`config.mk`:
```
export PLATFORM = sky130hd
export DESIGN_NAME = sgr_front
export DESIGN_NICKNAME = d
export VERILOG_FILES = /design/src/rtl/sgr_pkg.sv /design/src/rtl/sgr_front.sv
export SDC_FILE = /design/constraint.sdc
export NUM_CORES = 1
export LEC_CHECK = 0
export ABC_AREA = 1
export BUFFER_PORTS_ARGS = -buffer_cell sky130_fd_sc_hd__buf_2
export CELL_PAD_IN_SITES_DETAIL_PLACEMENT = 0
export CELL_PAD_IN_SITES_GLOBAL_PLACEMENT = 1
export CORE_MARGIN = 1.5
export CORE_UTILIZATION = 33
export CTS_CLUSTER_SIZE = 14
export DETAILED_ROUTE_END_ITERATION = 8
export PLACE_DENSITY_LB_ADDON = 0.1
export SLEW_MARGIN = 20
export SYNTH_ARGS = -nofsm -noshare
export SYNTH_HDL_FRONTEND = slang
export SYNTH_SLANG_ARGS = --single-unit
```
`constraint.sdc`:
```
create_clock -name clk_i -period 2.9 [get_ports clk_i]
set_input_delay 0.145 -clock clk_i [delete_from_list [all_inputs] [get_ports clk_i]]
set_output_delay 0.145 -clock clk_i [all_outputs]
set_load 0.05 [all_outputs]
```
`src/rtl/sgr_pkg.sv`:
```
`default_nettype none
// ----------------------------------------------------------------------------
// sgr_pkg
// Shared types, constants and helpers of the scaled glyph row generator.
// ----------------------------------------------------------------------------
package sgr_pkg;

  // Parameter defaults.
  localparam int unsigned MaxScaleDef   = 4;
  localparam int unsigned GlyphRowsDef  = 16;
  localparam int unsigned GlyphCountDef = 256;

  // Fixed field widths, sized for the largest parameter values.
  localparam int unsigned CharW      = 9;   // glyph index, up to 512 glyphs
  localparam int unsigned RowW       = 4;   // glyph row, up to 16 rows
  localparam int unsigned HeaderLen  = 4;   // PSF1 header bytes
  localparam int unsigned HeightByte = 3;   // header byte that holds the height
  localparam int unsigned QueueDepth = 4;
  localparam int unsigned CfgW       = 32;
  localparam int unsigned CfgIdxW    = 2;

  // Configuration register indexes.
  typedef enum logic [CfgIdxW-1:0] {
    CfgScale = 2'd0,
    CfgFg    = 2'd1,
    CfgBg    = 2'd2
  } sgr_cfg_idx_e;

  // Kind of work handed from the front to the back.
  typedef enum logic {
    KindWrite = 1'b0,
    KindDraw  = 1'b1
  } sgr_kind_e;

  // Back-end sequencer states.
  typedef enum logic {
    BkIdle = 1'b0,
    BkDraw = 1'b1
  } sgr_back_state_e;

  // One queue entry: a glyph store write or a draw command.
  typedef struct packed {
    sgr_kind_e        kind;
    logic [CharW-1:0] chr;
    logic [RowW-1:0]  row;
    logic [7:0]       data;
    logic [15:0]      x;
    logic [15:0]      y;
  } sgr_entry_t;

  // Expand one glyph row into a mask; bit k takes glyph bit 7 - k/s.
  function automatic logic [31:0] sgr_expand(logic [7:0] bits, logic [2:0] s);
    logic [31:0] m;
    m = '0;
    case (s)
      3'd2: begin
        for (int k = 0; k < 16; k++) m[k] = bits[7 - k / 2];
      end
      3'd3: begin
        for (int k = 0; k < 24; k++) m[k] = bits[7 - k / 3];
      end
      3'd4: begin
        for (int k = 0; k < 32; k++) m[k] = bits[7 - k / 4];
      end
      default: begin
        for (int k = 0; k < 8; k++) m[k] = bits[7 - k];
      end
    endcase
    return m;
  endfunction

endpackage
`default_nettype wire

```
`src/rtl/sgr_front.sv`:
```
`default_nettype none
// ----------------------------------------------------------------------------
// sgr_front
// Accepts items, parses the font file stream and queues store writes and
// draw commands.
// ----------------------------------------------------------------------------
module sgr_front
  import sgr_pkg::*;
#(
  parameter int unsigned GLYPH_ROWS  = GlyphRowsDef,
  parameter int unsigned GLYPH_COUNT = GlyphCountDef
) (
  input  wire logic        clk_i,
  input  wire logic        rst_ni,
  input  wire logic        start_i,
  input  wire logic        mode_i,
  input  wire logic        file_start_i,
  input  wire logic [7:0]  font_byte_i,
  input  wire logic [7:0]  char_code_i,
  input  wire logic [15:0] x_pos_i,
  input  wire logic [15:0] y_pos_i,
  input  wire logic        q_full_i,
  output logic             busy_o,
  output logic             push_o,
  output sgr_entry_t       entry_o
);

  localparam int unsigned LcW = $clog2(GLYPH_COUNT + 1);
  localparam int unsigned HcW = 3;

  logic [HcW-1:0] hdr_cnt_q, hdr_cnt_d;
  logic [7:0]     height_q, height_d;
  logic [LcW-1:0] load_char_q, load_char_d;
  logic [7:0]     load_row_q, load_row_d;

  logic           accept;
  logic [HcW-1:0] hc;
  logic [LcW-1:0] lc;
  logic [7:0]     lr;
  logic [8:0]     lr_next;
  logic           store;
  logic [9:0]     code_w;

  assign busy_o = q_full_i;
  assign accept = start_i && !busy_o;

  // Font stream parser and entry build.
  always_comb begin
    hc          = file_start_i ? '0 : hdr_cnt_q;
    lc          = file_start_i ? '0 : load_char_q;
    lr          = file_start_i ? '0 : load_row_q;
    lr_next     = {1'b0, lr} + 9'd1;
    hdr_cnt_d   = hdr_cnt_q;
    height_d    = height_q;
    load_char_d = load_char_q;
    load_row_d  = load_row_q;
    store       = 1'b0;

    if (accept && !mode_i) begin
      hdr_cnt_d   = hc;
      load_char_d = lc;
      load_row_d  = lr;
      if (32'(hc) < HeaderLen) begin
        if (32'(hc) == HeightByte) begin
          height_d = font_byte_i;
        end
        hdr_cnt_d = hc + 1'b1;
      end else if (height_q != 8'd0 && 32'(lc) < GLYPH_COUNT) begin
        store = (32'(lr) < GLYPH_ROWS);
        if (lr_next >= {1'b0, height_q}) begin
          load_row_d  = '0;
          load_char_d = lc + 1'b1;
        end else begin
          load_row_d = lr_next[7:0];
        end
      end
    end

    // Code minus glyph count if at or above it; modulo for counts >= 128.
    code_w = {2'b00, char_code_i};
    if (32'(code_w) >= GLYPH_COUNT) begin
      code_w = code_w - 10'(GLYPH_COUNT);
    end

    entry_o.x    = x_pos_i;
    entry_o.y    = y_pos_i;
    entry_o.data = font_byte_i;
    if (mode_i) begin
      entry_o.kind = KindDraw;
      entry_o.chr  = code_w[CharW-1:0];
      entry_o.row  = '0;
    end else begin
      entry_o.kind = KindWrite;
      entry_o.chr  = CharW'(lc);
      entry_o.row  = lr[RowW-1:0];
    end
    push_o = accept && (mode_i || store);
  end

  always_ff @(posedge clk_i or negedge rst_ni) begin
    if (!rst_ni) begin
      hdr_cnt_q   <= '0;
      height_q    <= 8'd16;
      load_char_q <= '0;
      load_row_q  <= '0;
    end else begin
      hdr_cnt_q   <= hdr_cnt_d;
      height_q    <= height_d;
      load_char_q <= load_char_d;
      load_row_q  <= load_row_d;
    end
  end

  // Parser counters stay in range.
  a_hdr_sat: assert property (@(posedge clk_i) disable iff (!rst_ni)
    32'(hdr_cnt_q) <= HeaderLen) else $error("header count past header");
  a_char_range: assert property (@(posedge clk_i) disable iff (!rst_ni)
    32'(load_char_q) <= GLYPH_COUNT) else $error("load glyph past store");
  a_store_push: assert property (@(posedge clk_i) disable iff (!rst_ni)
    (push_o && !mode_i) |-> (32'(hc) == HeaderLen && height_q != 8'd0))
    else $error("store write outside glyph data");

endmodule
`default_nettype wire

```
==> results.yml <==
sta:
  finalSetupViolCount: 0
  tightest_slew_ns: 0.680
  fin_crit_sh_pct: 88.9
  fin_crit_ns: 2.58
  final_hold_viol_count: 0
  rsz0062_at_grt: "false"
  finClkSkew_ns: 0.00232
  max_freq_ghz: 0.388
  setup_slack_ns: 0.322
  timing.setup.tns_ns: 0
  relSlewSlack_pct: 54.7
  drv_slew: 0
cells_and_area:
  num-fill-cells: 787
  multiInputGateArea_um2: 1250
  drive_gt1_share_pct: 24.3
  nets: 424
  stdcell_count: 457
  num_antenna_cells: 0
  seq_area_um2: 702
  area_growth_pct: 3.91
  final_core_util_pct: 35.8
grt:
  track_usage_pct: 15.2
  grt_overflow: 0
  antenna_found_initial: 0
  use_met3_pct: 2.61
  top_usage_layer: "met2"
  met2_usage_pct: 23.6
  use_met1_pct: 22.1
  grt_max_degree: 29
  grt_first_pass_wirelength_mm: 9.98
  grt_pass1_vias: 1945
die:
  fp.coreArea_um2: 7330
  die_w_um: 90.5
  ios: 110
  dieArea_um2: 8180
  row_count: 31
  initial_utilization_pct: 34.4
  die_h_um: 90.5
routing:
  vias: 2049
  ant_nets: 0
  drtIter0Drc: 69
  drc: 0
  drt-total-wl_mm: 5.84
  avgRoutedWirePerCell_um: 12.8
  drt_pass1_iterations: 4
  viasPerCell: 4.48
clocking:
  cts_tree: "done"
  post_cts_buffers: 0
  cts-buffers-inserted: 3
  cts_buffer_depth: 2
  clock_sinks: 28
  clkLatencyLatePin_ns: 0.28
  cts_root_buf: "clkbuf_8"
  worst_setup_hold_path_clk_slew_ns: 0.11
  cts_max_level: 1
worst_setup_path:
  crit_path_top_delay_cell: "dfrtp_1"
  cp_data_required_time_ns: 3.08
  path_max_fanout: 9
  crit_path_cell_trace: "inv_1 > nor2_2 > ha_2 > nand3_4 > xnor2_1 > ha_1 > nand2_1 > nor2_1 > nand2_1 > nand3_1 > nand2_1 > nand2_1 > nand2_1 > nand2_4 > nand2_4 > nor2_8 > nand2_1 > nand3_1 > nand2_1"
  path_class: "flop to flop"
  cpPeakStageDelay_ns: 0.34
  end_kind: "flop"
  arrival_ns: 2.76
  start_kind: "flop"
  cpMostUsedCell: "nand2_1"
pwr:
  power_mw: 1.33
  power.density_nw_per_um2: 507
  ir_drop_uv: 280
  leakage_nw: 1.40
synthesis:
  syn_avg_cell_area_um2: 7.13
  syn_area_um2: 2520
  synth_top_family_by_area: "simple AND/OR/NAND/NOR gates"
  synth_fp_nets: 419
  yosys_register_bits: 28
  synth-xor-area-share_pct: 1.68
  synth_compound_area_share_pct: 11.1
  synth_edf_count: 0
  synth_seq_area_share_pct: 27.8
  synth_top_cell_area_share_pct: 26.8
  synthCells: 354
  ys_types: 41
  yosysWarnings: 0
  synthTopCellsByArea: "dfrtp_1 27%, buf_4 12%, nand2_1 12%"
  synth_ff_type: "dfrtp_1"
  yosys.area_share.simple_pct: 30.5
  synthAdderAreaFrac_pct: 5.45
  synthMuxAreaShare_pct: 0.446
  yosys.area.top_type: "dfrtp_1"
  async_flop_share_pct: 100
placement:
  dp.cells: 452
  dp_hpwl_mm: 4.46
  pre_cts_ws_ns: 0.146
  io_buffers: 45
  gp_congestion: 0.778
status:
  status: "complete, no violations"
job:
  cap_violations: 0
min_path:
  hp-class: "input port to flop"
==> final cells by class <==
cell class	instances	share of cell area [%]
clock inverters	1	1.14
clock buffers	3	1.57
flip-flops and latches	28	26.8
repair buffers	49	9.82
well taps	99	4.72
inverters	57	8.44
multi-input cells	220	47.5
==> layer usage <==
layer / share of wire [%] / up-vias
met2: 44 / 42
met3: 4.0 / 4
met1: 51 / 929
li1: - / 1074
met4: 0.65 / 0
met5: 0 / -
==> cell usage in the layout (no fill, tap or decap), types with 2 or more instances in the layout <==
cell type,netlist,routed
nand3_1,14,14
buf_4,42,3
xor2_1,2,2
dfrtp_1,27,27
nor2_1,31,30
o21ai_2,2,2
a21oi_1,20,20
nor3_1,3,3
ha_1,11,10
buf_2,2,45
nand2_4,3,3
clkbuf_8,0,3
nand3b_1,2,2
o21ai_0,8,8
nor2_8,2,2
nand2_1,79,79
nor4_1,2,2
nor2_2,5,6
inv_2,5,5
nand2_2,2,2
nor2_4,6,6
inv_1,50,50
nand4_1,4,4
a21boi_1,5,5
o21ai_1,8,8
==> path summary, 6_finish.rpt <==
| kind | start | to | slack [ns] | depth (start not counted) |
|---|---|---|---|---|
| worst max-delay path | load_row_q[0] | load_char_q[2] | 0.32 | 19 |
| worst min-delay path | font_byte_i[0] | height_q[0] | 0.10 | 2 |
| worst max register to register | load_row_q[0] | load_char_q[2] | 0.32 | 19 |
| worst min register to register | load_char_q[2] | load_char_q[2] | 0.52 | 2 |
| max in group asynchronous | rst_ni | load_char_q[0] | 2.04 | 2 |
| min in group asynchronous | rst_ni | height_q[5] | 0.42 | 2 |
==> metrics by stage <==
step	area, µm²	hold WS, ns
floorplan	2520	-0.151
global placement	2540	0.252
detailed placement	2540	0.242
CTS	2620	0.0983
global route	2620	0.0940
finish	2620	0.102
==> cell families (layout without fill, tap and decap cells) <==
family                     count (synthesis)  after routing
xor gates and xnor gates                   4              4
muxes                                      1              1
and+or+nand+nor                          155            155
DFF                                       28             28
adders and majority gates                 11             11
AOI/OAI and AO/OA                         49             49
buffers and inverters                    106            110
==> cell usage after synthesis (all sizes together) (3+ instances only) <==
library cell  count
a21oi            21
inv              57
o21ai            18
nand2            84
nor3              4
buf              47
a21boi            5
nand3            15
nor2             44
ha               11
nand4             4
dfrtp            27
xor2              3
==> critical path, delay by kind of cell, from the launching register on <==
kind	cells	cell delay (ns)
simple gates	15	1.31
xor+xnor	1	0.16
fa+ha+maj	2	0.55
buf+inv	1	0.11
flops	1	0.34
==> sequential cells by signal, indices dropped and copies added (netlist names) <==
| register | flops |
|---|---|
| load_char_q | 9 |
| height_q | 8 |
| load_row_q | 8 |
| hdr_cnt_q | 3 |
==> power breakdown <==
| part | switching [mW] | total [mW] | internal [mW] |
|---|---|---|---|
| registers | 0.0343 | 0.499 | 0.465 |
| logic | 0.346 | 0.504 | 0.158 |
| clock network | 0.141 | 0.326 | 0.185 |
==> repair_timing <==
item | 4_1_cts | 5_1_grt
hold endpoints to repair | 27 | 0
resized for setup | 0 | 2
endpoints found under the setup margin | 0 | 8
hold buffers | 1 | 0
(Power assumes the default switching activity.)
