## config.mk

```make
export PLATFORM = sky130hd
export DESIGN_NAME = sgr_queue
export DESIGN_NICKNAME = d
export VERILOG_FILES = /design/src/rtl/sgr_pkg.sv /design/src/rtl/sgr_queue.sv
export SDC_FILE = /design/constraint.sdc
export NUM_CORES = 1
export LEC_CHECK = 0
export BUFFER_PORTS_ARGS = -buffer_cell sky130_fd_sc_hd__buf_2
export CAP_MARGIN = 20
export CORE_UTILIZATION = 57
export DETAILED_ROUTE_END_ITERATION = 10
export PLACE_DENSITY = 0.78
export REMOVE_ABC_BUFFERS = 1
export SLEW_MARGIN = 20
export SYNTH_ARGS = -nofsm -noshare
export SYNTH_HDL_FRONTEND = slang
export SYNTH_SLANG_ARGS = --single-unit
```

## constraint.sdc

```tcl
create_clock -name clk_i -period 2.6 [get_ports clk_i]
set_input_delay 0.39 -clock clk_i [delete_from_list [all_inputs] [get_ports clk_i]]
set_output_delay 0.39 -clock clk_i [all_outputs]
set_load 0.03 [all_outputs]
```

## src/rtl/sgr_pkg.sv

```systemverilog
`default_nettype none
// ----------------------------------------------------------------------------
// sgr_pkg
// Shared types, constants and helpers of the scaled glyph row generator.
// ----------------------------------------------------------------------------
package sgr_pkg;

  // Parameter defaults.
  localparam int unsigned MaxScaleDef   = 4;
  localparam int unsigned GlyphRowsDef  = 16;
  localparam int unsigned GlyphCountDef = 256;

  // Fixed field widths, sized for the largest parameter values.
  localparam int unsigned CharW      = 9;   // glyph index, up to 512 glyphs
  localparam int unsigned RowW       = 4;   // glyph row, up to 16 rows
  localparam int unsigned HeaderLen  = 4;   // PSF1 header bytes
  localparam int unsigned HeightByte = 3;   // header byte that holds the height
  localparam int unsigned QueueDepth = 4;
  localparam int unsigned CfgW       = 32;
  localparam int unsigned CfgIdxW    = 2;

  // Configuration register indexes.
  typedef enum logic [CfgIdxW-1:0] {
    CfgScale = 2'd0,
    CfgFg    = 2'd1,
    CfgBg    = 2'd2
  } sgr_cfg_idx_e;

  // Kind of work handed from the front to the back.
  typedef enum logic {
    KindWrite = 1'b0,
    KindDraw  = 1'b1
  } sgr_kind_e;

  // Back-end sequencer states.
  typedef enum logic {
    BkIdle = 1'b0,
    BkDraw = 1'b1
  } sgr_back_state_e;

  // One queue entry: a glyph store write or a draw command.
  typedef struct packed {
    sgr_kind_e        kind;
    logic [CharW-1:0] chr;
    logic [RowW-1:0]  row;
    logic [7:0]       data;
    logic [15:0]      x;
    logic [15:0]      y;
  } sgr_entry_t;

  // Expand one glyph row into a mask; bit k takes glyph bit 7 - k/s.
  function automatic logic [31:0] sgr_expand(logic [7:0] bits, logic [2:0] s);
    logic [31:0] m;
    m = '0;
    case (s)
      3'd2: begin
        for (int k = 0; k < 16; k++) m[k] = bits[7 - k / 2];
      end
      3'd3: begin
        for (int k = 0; k < 24; k++) m[k] = bits[7 - k / 3];
      end
      3'd4: begin
        for (int k = 0; k < 32; k++) m[k] = bits[7 - k / 4];
      end
      default: begin
        for (int k = 0; k < 8; k++) m[k] = bits[7 - k];
      end
    endcase
    return m;
  endfunction

endpackage
`default_nettype wire

```

## src/rtl/sgr_queue.sv

```systemverilog
`default_nettype none
// ----------------------------------------------------------------------------
// sgr_queue
// Short FIFO of work entries between the front and the back.
// ----------------------------------------------------------------------------
module sgr_queue
  import sgr_pkg::*;
(
  input  wire logic       clk_i,
  input  wire logic       rst_ni,
  input  wire logic       push_i,
  input  wire sgr_entry_t entry_i,
  input  wire logic       pop_i,
  output sgr_entry_t      entry_o,
  output logic            empty_o,
  output logic            full_o
);

  localparam int unsigned PtrW = (QueueDepth > 1) ? $clog2(QueueDepth) : 1;
  localparam int unsigned CntW = $clog2(QueueDepth + 1);

  sgr_entry_t            slot_q [QueueDepth];
  logic [PtrW-1:0]       wr_ptr_q, wr_ptr_d;
  logic [PtrW-1:0]       rd_ptr_q, rd_ptr_d;
  logic [CntW-1:0]       cnt_q, cnt_d;

  assign empty_o = (cnt_q == '0);
  assign full_o  = (cnt_q == CntW'(QueueDepth));
  assign entry_o = slot_q[rd_ptr_q];

  // Pointer and fill count update.
  always_comb begin
    wr_ptr_d = wr_ptr_q;
    rd_ptr_d = rd_ptr_q;
    cnt_d    = cnt_q;
    if (push_i) begin
      wr_ptr_d = (wr_ptr_q == PtrW'(QueueDepth - 1)) ? '0 : wr_ptr_q + 1'b1;
    end
    if (pop_i) begin
      rd_ptr_d = (rd_ptr_q == PtrW'(QueueDepth - 1)) ? '0 : rd_ptr_q + 1'b1;
    end
    if (push_i && !pop_i) begin
      cnt_d = cnt_q + 1'b1;
    end else if (pop_i && !push_i) begin
      cnt_d = cnt_q - 1'b1;
    end
  end

  always_ff @(posedge clk_i or negedge rst_ni) begin
    if (!rst_ni) begin
      wr_ptr_q <= '0;
      rd_ptr_q <= '0;
      cnt_q    <= '0;
    end else begin
      wr_ptr_q <= wr_ptr_d;
      rd_ptr_q <= rd_ptr_d;
      cnt_q    <= cnt_d;
    end
  end

  // Entry storage.
  always_ff @(posedge clk_i) begin
    if (push_i) begin
      slot_q[wr_ptr_q] <= entry_i;
    end
  end

  // The front never pushes into a full queue, the back never pops an empty one.
  a_no_overflow: assert property (@(posedge clk_i) disable iff (!rst_ni)
    full_o |-> !push_i) else $error("queue push while full");
  a_no_underflow: assert property (@(posedge clk_i) disable iff (!rst_ni)
    empty_o |-> !pop_i) else $error("queue pop while empty");
  a_count_range: assert property (@(posedge clk_i) disable iff (!rst_ni)
    cnt_q <= CntW'(QueueDepth)) else $error("queue count out of range");

endmodule
`default_nettype wire

```

==> reports/metrics.yaml, run 1 <==
final_layout:
  syn_to_final_growth_pct: 19.1
  final_common_cell: "edfxtp_1"
  layout-drive-gt1-share_pct: 46.2
  layout.nets: 525
  final_cell_area_um2: 9770
  layout_common_cells: "216 x edfxtp_1, 113 x buf_2, 54 x mux4_2"
drt:
  ant_nets: 0
  drc: 0
  first_iter_violations: 293
  dr.pass1.iters: 4
  post_drt_via_cell_ratio: 5.59
  finalWirelength_um: 13600
  avgRoutedWirePerCell_um: 20.9
  vias: 3647
worst_hold_path:
  worst_hold_path_type: "primary input to register"
sta:
  setup_violations: 0
  final_min_period_over_clock_period_pct: 95.9
  fmax_mhz: 401
  hold_violations: 0
  fin_crit_ns: 2.49
  drv_slew: 0
  holdWs_ns: 0.110
  maxSlewHeadroom_pct: 60.4
  tightestPinTransition_ns: 0.594
  fin_worst_skew_ns: 0.00868
  fin_tns_setup_ns: 0
  grt_setup_unrepaired: "no"
worst_setup_path:
  cp.required_ns: 2.21
  crit_path_end_kind: "output pin"
  crit_family: "flip-flops"
  worst-path-buf-inv: 2
  cp_max_fo: 21
  slowest_delay_ns: 0.60
  crit_chain: "buf_12 > mux4_2 > buf_2"
  crit_path_top_delay_cell: "dfrtp_4"
  worstSetupStartpointType: "register"
  path_class: "register to output pin"
  arrival_ns: 2.10
clock_tree:
  worstSkewPairLatency_ns: 0.49
  clk_pin_slew_worst_paths_ns: 0.06
  numCtsBuffers: 22
  cts_tree: "done"
  max-clock-path-buffers: 3
  cts-root-buf: "clkbuf_16"
  htree_levels: 1
  cts.sinks: 223
  cts_resized: 0
placed_design:
  gp_congestion: 0.701
  dpl_cell_area_um2: 9120
  hpwl_um: 8370
  portBuffers: 113
synthesis:
  synthCells: 319
  yosys_warnings: 0
  synth_top_area_share_pct: 79.0
  syn_area_um2: 8210
  synth-seq-area-share_pct: 81.2
  synth_top_cell_by_area: "edfxtp_1"
  synth_area_per_cell_um2: 25.7
  ys_top_cells_by_area: "edfxtp_1 79%, mux4_2 15%, dfrtp_1 2.1%"
  synth_seq_cells: 223
  synth_cell_types: 18
global_routing:
  grt_usage_pct: 19.3
  grt_pass1_wl_um: 21000
  grt_pass1_vias: 3869
  grt_max_degree: 34
  grt.overflow.total: 0
  antenna_found_initial: 1
pwr:
  ir_drop_mv: 0.861
  p_seq_share_pct: 42.6
  power_w: 0.0115
  pwr_density_cell_nw_per_um2: 1180
  leakage_nw: 3.39
  power.switching_w: 0.00377
  p_clk_share_pct: 24.1
  p_comb_share_pct: 33.3
  sw_frac_of_total_pct: 32.8
  internal_power_w: 0.00774
floorplan:
  die_w_um: 122
  core_area_um2: 14000
  start_util_pct: 58.7
  die_h_um: 122
  dieArea_um2: 14900
  num_io_pins: 114
  fp-row-count: 43
status:
  outcome: "completed"
job:
  maxCapViolations: 0
[power groups by stage]
stage	sequential [W]	combinational [W]	clock [W]
finish	0.00490	0.00383	0.00277
global route	0.00497	0.00409	0.00296
CTS	0.00492	0.00392	0.00284
detailed placement	0.00502	0.00382	0
global placement	0.00498	0.00378	0
floorplan	0.00511	0.00255	0
[worst reg2reg max path, delay by kind of cell, from the launching register on]
family	cells	cell delay, ns
simple gates	1	0.50
flops	1	0.40
buf+inv	2	0.38
fa+ha+maj	1	0.14
[path summary, 6_finish.rpt]
| kind | from | endpoint | slack (ns) | depth (start not counted) |
|---|---|---|---|---|
| worst max register to register | wr_ptr_q[1] | slot_q[1][51] | 0.86 | 4 |
| max in group asynchronous | rst_ni | rd_ptr_q[0] | 2.17 | 2 |
| worst max-delay path | rd_ptr_q[0] | entry_o[24] | 0.11 | 3 |
| worst min register to register | cnt_q[2] | cnt_q[2] | 0.50 | 1 |
| min in group asynchronous | rst_ni | cnt_q[2] | 0.25 | 2 |
| worst min-delay path | entry_i[51] | slot_q[0][51] | 0.11 | 1 |
[state kept, by name, indices dropped and copies added (netlist names)]
register and cells:
cnt_q 3, rd_ptr_q 2, wr_ptr_q 2, slot_q 216
[layout make-up]
cell class,count,area [um2]
repair buffers,129,796
flip-flops and latches,223,6670
clock inverters,7,33.8
diodes,2,5.00
clock buffers,27,591
multi-input cells,80,1440
fillers,860,4210
inverters,4,15.0
well taps,180,225
[cells in the mapped netlist]
cell type and count:
and2_1 4, buf_2 6, buf_4 1, buf_6 5
dfrtp_1 7, edfxtp_1 216, fa_1 1, ha_1 6
inv_1 4, mux2_2 3, mux4_2 54, nand2_1 2
nor2_1 3, nor3_1 1, nor3b_1 1, o21ai_0 2
xnor2_1 1, xor2_1 2
[stage by stage]
step,utilization (%),cells,setup slack [ns]
floorplan,-,307,-0.786
global placement,65.2,614,0.457
global route,69.8,650,0.0139
CTS,69.8,650,0.0580
detailed placement,65.2,614,0.457
finish,69.9,652,0.107
[what timing repair did]
item	CTS	global route
endpoints found under the setup margin	37	0
hold buffers	1	0
buffers inserted	1	0
hold endpoints to repair	7	0
[layer usage]
metal | share of wire, % | track usage, % | up-vias
li1 | - | - | 1642
met1 | 41 | 26.0 | 1870
met5 | 0 | 0 | -
met3 | 6.8 | 4.73 | 24
met4 | 1.7 | 5.48 | 0
met2 | 50 | 31.7 | 111
[cell families after synthesis]
| group | Yosys count | share of synthesized area, % |
|---|---|---|
| AO/OA/AOI/OAI | 2 | 0.122 |
| flip-flops | 223 | 81.2 |
| XOR/XNOR | 3 | 0.320 |
| multiplexers | 57 | 15.2 |
| adder cells (fa/ha/maj) | 7 | 1.16 |
| buffers and inverters | 16 | 1.33 |
| AND/OR/NAND/NOR | 11 | 0.686 |
Power figures use the tool's default switching activity.
==> run 2, diff against run 1 <==
--- a/config.mk
+++ b/config.mk
@@ -5,7 +5,7 @@
 export SDC_FILE = /design/constraint.sdc
 export NUM_CORES = 1
 export LEC_CHECK = 0
-export BUFFER_PORTS_ARGS = -buffer_cell sky130_fd_sc_hd__buf_2
+export BUFFER_PORTS_ARGS = -buffer_cell sky130_fd_sc_hd__buf_4
 export CAP_MARGIN = 20
 export CORE_UTILIZATION = 57
 export DETAILED_ROUTE_END_ITERATION = 10
==> run 2 against run 1 <==
Against the previous run:
- cell area grew 3.9%
- total power up 6.8%
- sequential share of layout area decreased by 2.5 points
- non-clock buffer count fell by 3
- sequential power about the same
- register-to-register slack got worse by 0.02 ns
- clock skew up 0.0054 ns
- die area unchanged
- global-route usage increased by 0.55 points
- critical path type unchanged
- largest power group unchanged
- highest routed layer unchanged
==> reports/metrics.yaml, run 2 (synthesis results as in run 1) <==
sta:
  drv_slew: 0
  grt_setup_unrepaired: "no"
  fin_crit_ns: 2.40
  setup_violations: 0
  hold_violations: 0
  fmax_mhz: 416
  final_min_period_over_clock_period_pct: 92.5
  fin_worst_skew_ns: 0.0141
  tightestPinTransition_ns: 0.598
  maxSlewHeadroom_pct: 60.1
placed_design:
  gp_congestion: 0.701
  portBuffers: 113
  dpl_cell_area_um2: 9390
  dp.cells: 610
  hpwl_um: 8420
final_layout:
  top_register: "slot_q"
  largest_reg_flops: 216
  layout.nets: 522
  final_common_cell: "edfxtp_1"
  syn_to_final_growth_pct: 23.7
  layout-drive-gt1-share_pct: 46.1
  final_cell_area_um2: 10200
  layout_common_cells: "216 x edfxtp_1, 115 x buf_4, 54 x mux4_2"
  fin_cells: 653
  diodes: 0
  largestRegisters: "slot_q x216, cnt_q x3"
drt:
  vias: 3743
  drc: 0
  dr.pass1.iters: 4
  ant_nets: 0
  post_drt_via_cell_ratio: 5.73
  first_iter_violations: 313
  finalWirelength_um: 14300
  avgRoutedWirePerCell_um: 21.9
worst_setup_path:
  worst-path-buf-inv: 2
  worstSetupStartpointType: "register"
  ff2ff_setup_slack_ns: 0.84
  cp_common_cell: "buf_4"
  cp.required_ns: 2.21
  slowest_delay_ns: 0.69
  crit_path_top_delay_cell: "dfrtp_4"
  crit_chain: "buf_4 > mux4_2 > buf_4"
  cp_max_fo: 23
  crit_path_end_kind: "output pin"
  crit_family: "flip-flops"
  path_class: "register to output pin"
  r2r_cells: 4
  arrival_ns: 2.01
  path_depth: 3
clock_tree:
  max-clock-path-buffers: 3
  worstSkewPairLatency_ns: 0.49
  htree_levels: 1
  cts.sinks: 223
  numCtsBuffers: 22
  cts-root-buf: "clkbuf_16"
  clk_pin_slew_worst_paths_ns: 0.06
  cts_tree: "done"
global_routing:
  grt_max_degree: 55
  grt_usage_pct: 19.9
  antenna_found_initial: 0
  grt_pass1_wl_um: 21700
  grt.overflow.total: 0
  grt_pass1_vias: 3942
floorplan:
  fp-row-count: 43
  die_w_um: 122
  start_util_pct: 58.7
  core_area_um2: 14000
  num_io_pins: 114
  dieArea_um2: 14900
  die_h_um: 122
worst_hold_path:
  holdPathStages: 1
  worst_hold_path_type: "primary input to register"
job:
  maxCapViolations: 0
pwr:
  leakage_nw: 3.52
  pwr_density_cell_nw_per_um2: 1210
  ir_drop_mv: 0.975
status:
  outcome: "completed"
run 2: cell type report:
class | instances | area, um2
inverters | 4 | 15.0
clock inverters | 13 | 138
fillers | 820 | 3830
multi-input cells | 80 | 1440
clock buffers | 27 | 591
flip-flops and latches | 223 | 6670
repair buffers | 126 | 1070
well taps | 180 | 225
run 2: layer usage:
metal | vias up | GRT usage [%] | part of all wire [%]
met3 | 21 | 3.75 | 5.7
met4 | 0 | 4.78 | 1.6
met2 | 128 | 32.4 | 50
met5 | - | 0 | 0
li1 | 1635 | - | -
met1 | 1959 | 28.1 | 43
run 2: through the flow:
stage                     setup slack [ns]  utilization (%)  hold WS (ns)  setup TNS, ns  power (W)
after floorplan                     -0.786                -        0.0944         -43.38    0.00765
after global placement               0.478             67.1         0.205              0    0.00913
after detailed placement             0.478             67.1         0.213              0    0.00922
after CTS                            0.165             72.6        0.0825              0     0.0124
after global routing                 0.134             72.6        0.0820              0     0.0128
final                                0.196             72.6         0.101              0     0.0123
run 2: path summary, 6_finish.rpt:
check / from / end
worst min register to register: cnt_q[2] / cnt_q[2]
worst min-delay path: entry_i[34] / slot_q[2][34]
min in group asynchronous: rst_ni / cnt_q[1]
worst max register to register: wr_ptr_q[1] / slot_q[1][46]
max in group asynchronous: rst_ni / rd_ptr_q[0]
worst max-delay path: rd_ptr_q[1] / entry_o[20]
run 2: report_power, final:
part           switching [W]  internal [W]  leakage [nW]
Sequential          0.000267       0.00462          2.06
Clock                0.00122       0.00191         0.348
Combinational        0.00240       0.00187          1.11
Total                0.00388       0.00840          3.52
run 2: timing repair:
action | CTS | global route
hold buffers | 1 | 0
setup endpoints to repair | 25 | 0
resized for setup | 1 | 0
endpoints found under the hold margin | 7 | 0
buffers inserted | 2 | 0
run 2: worst register-to-register path, stage by stage, from the launching register on:
cell and delay, ns:
dfrtp_1 0.40, inv_1 0.11, ha_1 0.15, and2_2 0.53, buf_12 0.26
==> run 3, diff against run 2 <==
--- a/config.mk
+++ b/config.mk
@@ -7,7 +7,9 @@
 export LEC_CHECK = 0
 export BUFFER_PORTS_ARGS = -buffer_cell sky130_fd_sc_hd__buf_4
 export CAP_MARGIN = 20
-export CORE_UTILIZATION = 57
+export CELL_PAD_IN_SITES_DETAIL_PLACEMENT = 0
+export CELL_PAD_IN_SITES_GLOBAL_PLACEMENT = 1
+export CORE_UTILIZATION = 50
 export DETAILED_ROUTE_END_ITERATION = 10
 export PLACE_DENSITY = 0.78
 export REMOVE_ABC_BUFFERS = 1
==> run 3 against run 2 <==
Against the previous run:
- combinational power fell by 3%
- clock skew barely moved
- maximum frequency fell by 3.2%
- die area rose by 14%
- count of clock-buffer cells in the layout rose by 2
- clock power barely moved
- largest cell class unchanged
==> reports/metrics.yaml, run 3 (synthesis results as in run 1) <==
status:
  outcome: "completed"
sta:
  tightestPinTransition_ns: 0.533
  hold_violations: 0
  fin_worst_skew_ns: 0.0137
  fin_tns_setup_ns: 0
  maxSlewHeadroom_pct: 64.5
  grt_setup_unrepaired: "no"
  finalWorstSetupSlack_ns: 0.116
  setup_violations: 0
  fin_crit_ns: 2.48
  fmax_mhz: 403
  drv_slew: 0
  final_min_period_over_clock_period_pct: 95.5
final_layout:
  syn_to_final_growth_pct: 23.6
  layout_common_cells: "216 x edfxtp_1, 126 x buf_4, 54 x mux4_2"
  diodes: 0
  top_register: "slot_q"
  layout-drive-gt1-share_pct: 46.5
  largestRegisters: "slot_q x216, cnt_q x3"
  largest_reg_flops: 216
  final_common_cell: "edfxtp_1"
  final_cell_area_um2: 10100
  layout.nets: 527
worst_setup_path:
  arrival_ns: 2.09
  cp.required_ns: 2.21
  path_class: "register to output pin"
  cp_max_fo: 13
  worstSetupStartpointType: "register"
  ff2ff_setup_slack_ns: 0.98
  crit_path_top_delay_cell: "dfrtp_4"
  crit_chain: "buf_4 > mux4_2 > buf_4"
  slowest_delay_ns: 0.60
  crit_path_end_kind: "output pin"
  cp_common_cell: "buf_4"
pwr:
  internal_power_w: 0.00835
  p_comb_share_pct: 34.1
  pwr_density_cell_nw_per_um2: 1200
  leakage_nw: 3.53
  sw_frac_of_total_pct: 31.6
  p_clk_share_pct: 25.7
  ir_drop_mv: 0.720
  p_seq_share_pct: 40.2
  power.switching_w: 0.00385
global_routing:
  grt.overflow.total: 0
  antenna_found_initial: 0
  grt_pass1_wl_um: 21600
  grt_max_degree: 34
  grt_pass1_vias: 3924
  grt_usage_pct: 17.3
clock_tree:
  numCtsBuffers: 23
  max-clock-path-buffers: 3
  cts-root-buf: "clkbuf_16"
  worstSkewPairLatency_ns: 0.49
  cts_tree: "done"
  htree_levels: 1
  clk_pin_slew_worst_paths_ns: 0.06
  cts.sinks: 223
floorplan:
  start_util_pct: 51.5
  core_area_um2: 15900
  die_w_um: 130
  dieArea_um2: 16900
  die_h_um: 130
  fp-row-count: 46
  num_io_pins: 114
job:
  maxCapViolations: 0
drt:
  dr.pass1.iters: 4
  finalWirelength_um: 14300
  drc: 0
  avgRoutedWirePerCell_um: 20.7
  vias: 3732
  post_drt_via_cell_ratio: 5.39
  ant_nets: 0
  first_iter_violations: 207
placed_design:
  gp_congestion: 0.713
  portBuffers: 113
  pre_cts_ws_ns: 0.425
  hpwl_um: 8680
  dpl_cell_area_um2: 9380
worst_hold_path:
  worst_hold_path_type: "primary input to register"
run 3: cell count changes in the layout (fill, tap and decap cells not counted), moves of 2 or more:
cell	previous run	this run
clkbuf_8	0	4
buf_12	10	2
clkbuf_1	4	2
buf_4	115	126
clkinvlp_4	2	0
clkinv_1	6	8
run 3: critical path, delay by kind of cell, from the launching register on:
| kind | cells | cell delay, ns |
|---|---|---|
| flops | 1 | 0.60 |
| buf+inv | 2 | 0.46 |
| mux | 1 | 0.53 |
run 3: path summary, 6_finish.rpt:
path | start | end | cells after the start
worst max-delay path | rd_ptr_q[0] | entry_o[30] | 3
worst min-delay path | entry_i[9] | slot_q[1][9] | 1
worst max register to register | wr_ptr_q[0] | slot_q[2][13] | 4
worst min register to register | cnt_q[2] | cnt_q[2] | 1
max in group asynchronous | rst_ni | rd_ptr_q[0] | 2
min in group asynchronous | rst_ni | cnt_q[2] | 2
run 3: what timing repair did:
item,in CTS,in global routing
setup buffers,1,0
endpoints found under the hold margin,7,0
hold buffers,1,0
gates resized for setup,0,1
endpoints found under the setup margin,29,12
run 3: area by class of cell:
class                   count  area (um2)
multi-input cells          80        1440
fillers                  1095        5800
clock inverters            11        95.1
clock buffers              29         638
well taps                 216         270
inverters                   4        15.0
flip-flops and latches    223        6670
repair buffers            130        1010
run 3: metrics by stage:
stage	hold WS [ns]	instances	utilization, %	power, W
after global placement	0.207	651	58.8	0.00911
after global routing	0.0840	693	63.6	0.0127
after detailed placement	0.212	651	58.8	0.00917
after CTS	0.0803	693	63.6	0.0124
after floorplan	0.0944	307	-	0.00765
final	0.0951	693	63.6	0.0122
run 3: routing by layer:
metal / wire [um] / up-vias / track usage, % / share of wire, %
met5: 0 / - / 0.882 / 0
met4: 233 / 0 / 4.45 / 1.6
met3: 915 / 24 / 3.73 / 6.4
met2: 7070 / 110 / 28.4 / 49
met1: 6130 / 1951 / 23.8 / 43
li1: - / 1647 / - / -
run 3: power by group through the flow:
stage	clock, W	combinational [W]	sequential, W
after floorplan	0	0.00255	0.00511
after global placement	0	0.00411	0.00499
after detailed placement	0	0.00414	0.00503
after CTS	0.00321	0.00423	0.00492
after global routing	0.00332	0.00443	0.00497
final	0.00314	0.00416	0.00491
